$ cat src/design/bti_pkg.sv
// Shared types and constants for the bilinear table interpolator.
// Used by bti_ctrl, bti_dp and the top level; no dependencies.
package bti_pkg;

    localparam int NUM_TABLES_DEF  = 10;
    localparam int TABLE_WORDS_DEF = 1024;
    localparam int HDR_WORDS       = 6;
    localparam int NUM_SLOTS       = 10;

    localparam logic [3:0] SLOT_LAST_HDR  = 4'd5;
    localparam logic [3:0] SLOT_FIRST_GRD = 4'd6;
    localparam logic [3:0] SLOT_LAST_GRD  = 4'd9;

    typedef enum logic [1:0] {
        ST_OK        = 2'd0,
        ST_BAD_TABLE = 2'd1,
        ST_RANGE     = 2'd2
    } t_status;

    typedef enum logic {
        OP_WRITE  = 1'b0,
        OP_INTERP = 1'b1
    } t_op;

    typedef struct packed {
        logic       wr;
        logic       load_in;
        logic       cap;
        logic [3:0] slot;
        logic       axis;
        logic       div_start;
        logic       cap_ax;
        logic       mul_n;
        logic       n_load;
        logic       m1;
        logic       m2;
        logic       a1;
        logic       m3;
        logic       a2;
        logic       out_load;
        t_status    status;
    } t_cmd;

    typedef struct packed {
        logic sel_ok;
        logic pre_fail;
        logic div_done;
        logic idx_fail;
        logic grid_fail;
        logic out_free;
    } t_stat;

endpackage

$ cat src/design/bti_ctrl.sv
// Sequencer for table writes and interpolation lookups.
// Depends on bti_pkg for the command and status structs.
module bti_ctrl import bti_pkg::*; (
    input  logic  i_clk,
    input  logic  i_rst_n,
    input  logic  i_in_valid,
    input  logic  i_op,
    output logic  o_in_stall,
    input  t_stat i_stat,
    output t_cmd  o_cmd
);

    typedef enum logic [12:0] {
        S_IDLE = 13'b0000000000001,
        S_RD   = 13'b0000000000010,
        S_CAP  = 13'b0000000000100,
        S_AXS  = 13'b0000000001000,
        S_DIVW = 13'b0000000010000,
        S_GMUL = 13'b0000000100000,
        S_GCHK = 13'b0000001000000,
        S_M1   = 13'b0000010000000,
        S_M2   = 13'b0000100000000,
        S_A1   = 13'b0001000000000,
        S_M3   = 13'b0010000000000,
        S_A2   = 13'b0100000000000,
        S_OUT  = 13'b1000000000000
    } t_state;

    t_state     r_state, n_state;
    logic [3:0] r_slot, n_slot;
    logic       r_axis, n_axis;
    t_status    r_status, n_status;
    logic       acc;

    assign o_in_stall = (r_state != S_IDLE);
    assign acc        = i_in_valid && (r_state == S_IDLE);

    always_comb begin
        n_state  = r_state;
        n_slot   = r_slot;
        n_axis   = r_axis;
        n_status = r_status;
        o_cmd        = '0;
        o_cmd.slot   = r_slot;
        o_cmd.axis   = r_axis;
        o_cmd.status = r_status;
        unique case (r_state)
            S_IDLE: begin
                if (acc) begin
                    if (i_op == OP_WRITE) begin
                        o_cmd.wr = 1'b1;
                    end else begin
                        o_cmd.load_in = 1'b1;
                        n_slot = '0;
                        n_axis = 1'b0;
                        if (i_stat.sel_ok) begin
                            n_state = S_RD;
                        end else begin
                            n_status = ST_BAD_TABLE;
                            n_state  = S_OUT;
                        end
                    end
                end
            end
            S_RD: n_state = S_CAP;
            S_CAP: begin
                o_cmd.cap = 1'b1;
                n_slot    = r_slot + 4'd1;
                if (r_slot == SLOT_LAST_HDR) begin
                    n_state = S_AXS;
                end else if (r_slot == SLOT_LAST_GRD) begin
                    n_state = S_M1;
                end else begin
                    n_state = S_RD;
                end
            end
            S_AXS: begin
                if (i_stat.pre_fail) begin
                    n_status = ST_RANGE;
                    n_state  = S_OUT;
                end else begin
                    o_cmd.div_start = 1'b1;
                    n_state = S_DIVW;
                end
            end
            S_DIVW: begin
                if (i_stat.div_done) begin
                    if (i_stat.idx_fail) begin
                        n_status = ST_RANGE;
                        n_state  = S_OUT;
                    end else begin
                        o_cmd.cap_ax = 1'b1;
                        n_axis  = 1'b1;
                        n_state = r_axis ? S_GMUL : S_AXS;
                    end
                end
            end
            S_GMUL: begin
                o_cmd.mul_n = 1'b1;
                n_state = S_GCHK;
            end
            S_GCHK: begin
                if (i_stat.grid_fail) begin
                    n_status = ST_RANGE;
                    n_state  = S_OUT;
                end else begin
                    o_cmd.n_load = 1'b1;
                    n_slot  = SLOT_FIRST_GRD;
                    n_state = S_RD;
                end
            end
            S_M1: begin
                o_cmd.m1 = 1'b1;
                n_state = S_M2;
            end
            S_M2: begin
                o_cmd.m2 = 1'b1;
                n_state = S_A1;
            end
            S_A1: begin
                o_cmd.a1 = 1'b1;
                n_state = S_M3;
            end
            S_M3: begin
                o_cmd.m3 = 1'b1;
                n_state = S_A2;
            end
            S_A2: begin
                o_cmd.a2 = 1'b1;
                n_status = ST_OK;
                n_state  = S_OUT;
            end
            S_OUT: begin
                if (i_stat.out_free) begin
                    o_cmd.out_load = 1'b1;
                    n_state = S_IDLE;
                end
            end
            default: n_state = S_IDLE;
        endcase
    end

    always_ff @(posedge i_clk) begin
        if (!i_rst_n) begin
            r_state  <= S_IDLE;
            r_slot   <= '0;
            r_axis   <= 1'b0;
            r_status <= ST_OK;
        end else begin
            r_state  <= n_state;
            r_slot   <= n_slot;
            r_axis   <= n_axis;
            r_status <= n_status;
        end
    end

endmodule

$ cat config.mk
export PLATFORM = sky130hd
export DESIGN_NAME = bti_ctrl
export DESIGN_NICKNAME = d
export VERILOG_FILES = /design/src/design/bti_pkg.sv /design/src/design/bti_ctrl.sv
export SDC_FILE = /design/constraint.sdc
export NUM_CORES = 1
export LEC_CHECK = 0
export ABC_AREA = 1
export BUFFER_PORTS_ARGS = -buffer_cell sky130_fd_sc_hd__clkbuf_2
export CORE_UTILIZATION = 35
export DETAILED_ROUTE_END_ITERATION = 12
export SLEW_MARGIN = 25
export SYNTH_ARGS = -nofsm -noshare
export SYNTH_HDL_FRONTEND = slang
export SYNTH_SLANG_ARGS = --single-unit
$ cat constraint.sdc
create_clock -name i_clk -period 4.5 [get_ports i_clk]
set_input_delay 0 -clock i_clk [delete_from_list [all_inputs] [get_ports i_clk]]
set_output_delay 0 -clock i_clk [all_outputs]
set_load 0.03 [all_outputs]
==> results.md <==
Hold path:
- The startpoint of the worst hold path is i_stat[4].
- The worst hold path terminates at r_state[4]$_SDFFE_PN0P_.
- The number of cells on the worst hold path is 3.
- The worst hold path belongs to the class in -> reg.

Clock tree:
- The root buffer cell is sky130_fd_sc_hd__clkbuf_8.
- The total clock buffers created by CTS is 3.
- After clock tree synthesis, the clock-pin slew on the worst setup and hold paths is 0.08 ns.
- Clock tree synthesis found a total of 20 sinks.
- The post-cts sizing count is 0.
- The CTS tree is built.
- After clock tree synthesis, the setup repair step added 0 buffers.
- The H-tree level count is 1.
- The clock passes through at most 2 buffers.
- The number of hold buffers added after CTS was 1.
- The later pin in the worst-skew pair is clocked with a latency of 0.26 ns.

Floorplanning:
- The die is 62.8 um wide.
- The initial utilization of the core area, before any placement, comes to 0.375.
- The die covers 3940 um^2.
- The I/O pin total is 31.
- The floorplan has 21 rows.
- The area of the core is 3440 um^2.
- The floorplan step set the die height to 62.8 um.

Drt:
- Wire segments on met2 add up to 1470 um in the final route.
- The count of nets left with antenna violations once routing finished came out at 0.
- The number of DRC markers after the initial detailed-route iteration is 69.
- The wire length reported by the detailed router is 3300 um.
- The average routed wire per standard cell is 11.7 um.
- The number of vias in the routed layout is 1368.
- Detailed routing placed a total of 163 um of wire on met3.
- In the routed design, unresolved DRC markers number 0.
- After detailed routing, the wire length on met1 is 1640 um.
- The number of iterations in the first detailed-routing pass is 4.
- Using the TritonRoute via totals, the vias-per-cell ratio works out to 4.83.
- The highest metal layer carrying signal wires in the routed design is met4.

Setup path:
- The critical path required time is 4.50 ns.
- The kind of critical path is reg -> out.
- The maximum cell stage delay along the critical path is 0.33 ns.
- The endpoint identified for the worst register-to-register timing path is r_state[1]$_SDFFE_PN0P_.
- The largest driver fanout on the critical path is 19.
- Across all register-to-register paths, the minimum setup slack is 2.75 ns.
- Broken down by cell family, the worst path's largest delay share belongs to simple AND/OR/NAND/NOR gates.
- For the worst flop-to-flop path, the logic depth is 9.
- The worst setup path is captured at a primary output.
- The critical path goes through nor2_2 -> nand2_1 -> nor2_8 -> nand2_1 -> inv_1 -> clkbuf_2.
- The number of buffers and inverters on the critical path is 2.
- At the worst endpoint, the arrival time is 1.76 ns.
- The type of origin of the critical path is a flop.
- The standard cell with the maximum stage delay on the critical path is sky130_fd_sc_hd__dfxtp_1.
- In this run the critical register-to-register path is launched from r_state[8]$_SDFFE_PN0P_.
- By instance count, the cell type seen most on the critical path is sky130_fd_sc_hd__nand2_1.

Timing:
- At the pin with the least slew margin, the transition time is 0.526 ns.
- The worst relative slew slack is 0.647.
- Between clock sinks in the finished design, the worst skew comes to 0.00713 ns.
- The total negative slack is 0 ns.
- The final cycle utilization of the critical path is 0.392.
- The number of failing hold endpoints at the final stage came to 0.
- The number of slew-limit violations in the final report is 0.
- Setup violations remaining at the end of the flow were counted as 0.
- For this run, the top clock speed supported by timing is 567 MHz.
- Setup repair after global routing left no endpoint under its margin.
- The routed design could run at a clock period as short as 1.76 ns.

Final layout:
- The non-filler instance count after layout is 283.
- For this run, the post-layout net count is 250.
- The summed area of non-filler cells in the final layout is 1560 um^2.
- Measured on the finished design, the core utilization comes to 0.452.
- The growth of design area from synthesis to finish is 20.3%.
- The antenna diode count is 0.
- Of the cells placed in the final design, the portion with a size suffix greater than 1 is 0.207.

Synthesis:
- The synthesized netlist cell count is 205.
- After synthesis, the largest family of logic cells by area is simple AND/OR/NAND/NOR gates.
- The net count after synthesis is 217.
- The multiplexer share of the synthesized area is 0.
- The area share of the largest cell type after synthesis is 0.310.
- The proportion of synthesized chip area in sequential cells is 0.310.
- In the post-synthesis netlist, the biggest area contributors are sky130_fd_sc_hd__dfxtp_1 (31%), sky130_fd_sc_hd__nand3_1 (12%), sky130_fd_sc_hd__nand2_1 (11%).
- Yosys printed 0 warnings.
- Synthesis instantiated 28 different standard cells from the library.
- Averaged over all synthesized cells, the footprint is 6.30 um^2.
- The basic-gate share of the synthesized area counting and, or, nand and nor cells is 0.473.
- Of the total synthesized cell area, the portion taken by XOR and XNOR cells is 0.00678.
- In this run, synthesis produced a sequential element count of 20.
- The synthesized netlist occupies a cell area of 1290 um^2.
- Of the total synthesized cell area, the portion taken by full adders, half adders and majority gates is 0.0194.
- The compound-gate portion of the synthesized area is 0.0716.
- The largest area contributor in the synthesized netlist is sky130_fd_sc_hd__dfxtp_1.

Run status:
- The flow ran to the end, and the final reports show no timing, DRC or antenna violations.

Power and ir drop:
- VDD sags by at most 0.215 mV.
- For this design the static power due to leakage is 0.864 nW.
- The power per cell area is 440 nW/um^2.
- Total power for the finished layout comes to 684 uW.

Global route:
- The first global-routing pass estimated 5490 um of wire.
- The initial antenna violation count is 0.
- Summed over all layers, the global routing overflow is 0.
- The number of global-route vias before repair was 1182.
- The pin count of the biggest net entering global routing is 20.
- The overall routing resource usage is 0.177.

Placement:
- The total instance count after detailed placement is 278.
- The routability congestion estimate from global placement is 0.881.
- After legalization and detailed placement, the total HPWL measured 2610 um.
- During placement, the flow inserted port buffers numbering 30.
- The instance area at placement is 1470 um^2.

Run:
- The max capacitance violation total is 0.
Yosys cell counts:
| library cell | instances |
|---|---|
| sky130_fd_sc_hd__a21oi_1 | 9 |
| sky130_fd_sc_hd__and3_1 | 1 |
| sky130_fd_sc_hd__buf_1 | 1 |
| sky130_fd_sc_hd__buf_4 | 1 |
| sky130_fd_sc_hd__buf_8 | 1 |
| sky130_fd_sc_hd__clkinv_1 | 1 |
| sky130_fd_sc_hd__dfxtp_1 | 20 |
| sky130_fd_sc_hd__ha_1 | 2 |
| sky130_fd_sc_hd__inv_1 | 33 |
| sky130_fd_sc_hd__nand2_1 | 39 |
| sky130_fd_sc_hd__nand2_2 | 4 |
| sky130_fd_sc_hd__nand3_1 | 30 |
| sky130_fd_sc_hd__nand3b_1 | 4 |
| sky130_fd_sc_hd__nand3b_2 | 1 |
| sky130_fd_sc_hd__nand4_1 | 3 |
| sky130_fd_sc_hd__nor2_1 | 30 |
| sky130_fd_sc_hd__nor2_2 | 4 |
| sky130_fd_sc_hd__nor2_8 | 1 |
| sky130_fd_sc_hd__nor3_1 | 7 |
| sky130_fd_sc_hd__nor3_2 | 1 |
| sky130_fd_sc_hd__o211ai_1 | 1 |
| sky130_fd_sc_hd__o21ai_0 | 4 |
| sky130_fd_sc_hd__o21ai_1 | 1 |
| sky130_fd_sc_hd__o21ai_2 | 1 |
| sky130_fd_sc_hd__o22ai_1 | 1 |
| sky130_fd_sc_hd__or2_2 | 2 |
| sky130_fd_sc_hd__or2_4 | 1 |
| sky130_fd_sc_hd__xnor2_1 | 1 |
area by class of cell:
cell class	instances	area, um^2
Fill cell	384	1890
Clock buffer	3	41.3
Clock inverter	1	30.0
Timing Repair Buffer	31	160
Sequential cell	20	400
Tap cell	46	57.6
Multi-Input combinational cell	148	738
Inverter	34	128
cells by family after synthesis:
logic type               Yosys count
AO/OA/AOI/OAI                     17
AND/OR/NAND/NOR                  128
buffers and inverters             37
flip-flops                        20
XOR/XNOR                           1
adder cells (fa/ha/maj)            2
state kept, by name, indices dropped and copies added (netlist names):
signal,cells
r_slot,4
r_axis,1
r_status,2
r_state,13
worst max path at each step:
| stage | startpoint | to | cells after the start |
|---|---|---|---|
| floorplan | r_state[6]$_SDFFE_PN0P_ | o_cmd[18] | 5 |
| global placement | r_state[8]$_SDFFE_PN0P_ | r_state[1]$_SDFFE_PN0P_ | 9 |
| detailed placement | r_state[8]$_SDFFE_PN0P_ | r_state[1]$_SDFFE_PN0P_ | 9 |
| CTS | r_state[8]$_SDFFE_PN0P_ | o_cmd[17] | 6 |
| global route | r_state[8]$_SDFFE_PN0P_ | r_state[1]$_SDFFE_PN0P_ | 9 |
| finish | r_state[8]$_SDFFE_PN0P_ | o_cmd[17] | 6 |
worst min-delay path, stage by stage:
cell and delay, ns:
sky130_fd_sc_hd__clkbuf_2 0.08, sky130_fd_sc_hd__nand3b_1 0.16, sky130_fd_sc_hd__a21oi_1 0.08
through the flow:
step | hold WS [ns] | setup slack, ns
6_report | 0.106 | 2.74
3_3_place_gp | 0.233 | 2.74
3_5_place_dp | 0.250 | 2.75
5_1_grt | 0.148 | 2.58
4_1_cts | 0.106 | 2.72
2_1_floorplan | 0.0687 | 2.85
cells in the final DEF, fill, tap and decap left out, types with 2 or more instances in the layout:
master,synthesis,final
sky130_fd_sc_hd__ha_1,2,2
sky130_fd_sc_hd__o21ai_0,4,4
sky130_fd_sc_hd__nand4_1,3,3
sky130_fd_sc_hd__nand3_1,30,30
sky130_fd_sc_hd__nor2_1,30,30
sky130_fd_sc_hd__inv_1,33,33
sky130_fd_sc_hd__clkbuf_2,0,30
sky130_fd_sc_hd__clkbuf_8,0,3
sky130_fd_sc_hd__nand2_1,39,39
sky130_fd_sc_hd__nor2_2,4,4
sky130_fd_sc_hd__nand3b_1,4,4
sky130_fd_sc_hd__nor3_1,7,7
sky130_fd_sc_hd__nand2_2,4,4
sky130_fd_sc_hd__a21oi_1,9,9
sky130_fd_sc_hd__or2_2,2,2
sky130_fd_sc_hd__dfxtp_1,20,20
per-layer routing:
| metal | GRT usage | vias up |
|---|---|---|
| met1 | 0.240 | 611 |
| met4 | 0.0610 | 0 |
| li1 | - | 717 |
| met5 | 0 | - |
| met3 | 0.0274 | 4 |
| met2 | 0.283 | 36 |
where the power goes:
group | total (mW) | internal, mW | leakage [nW] | switching (mW)
Clock | 0.182 | 0.119 | 0.0357 | 0.0633
Combinational | 0.300 | 0.0894 | 0.666 | 0.211
Sequential | 0.201 | 0.191 | 0.162 | 0.0105
Total | 0.684 | 0.399 | 0.864 | 0.285
Power figures use the tool's default switching activity.
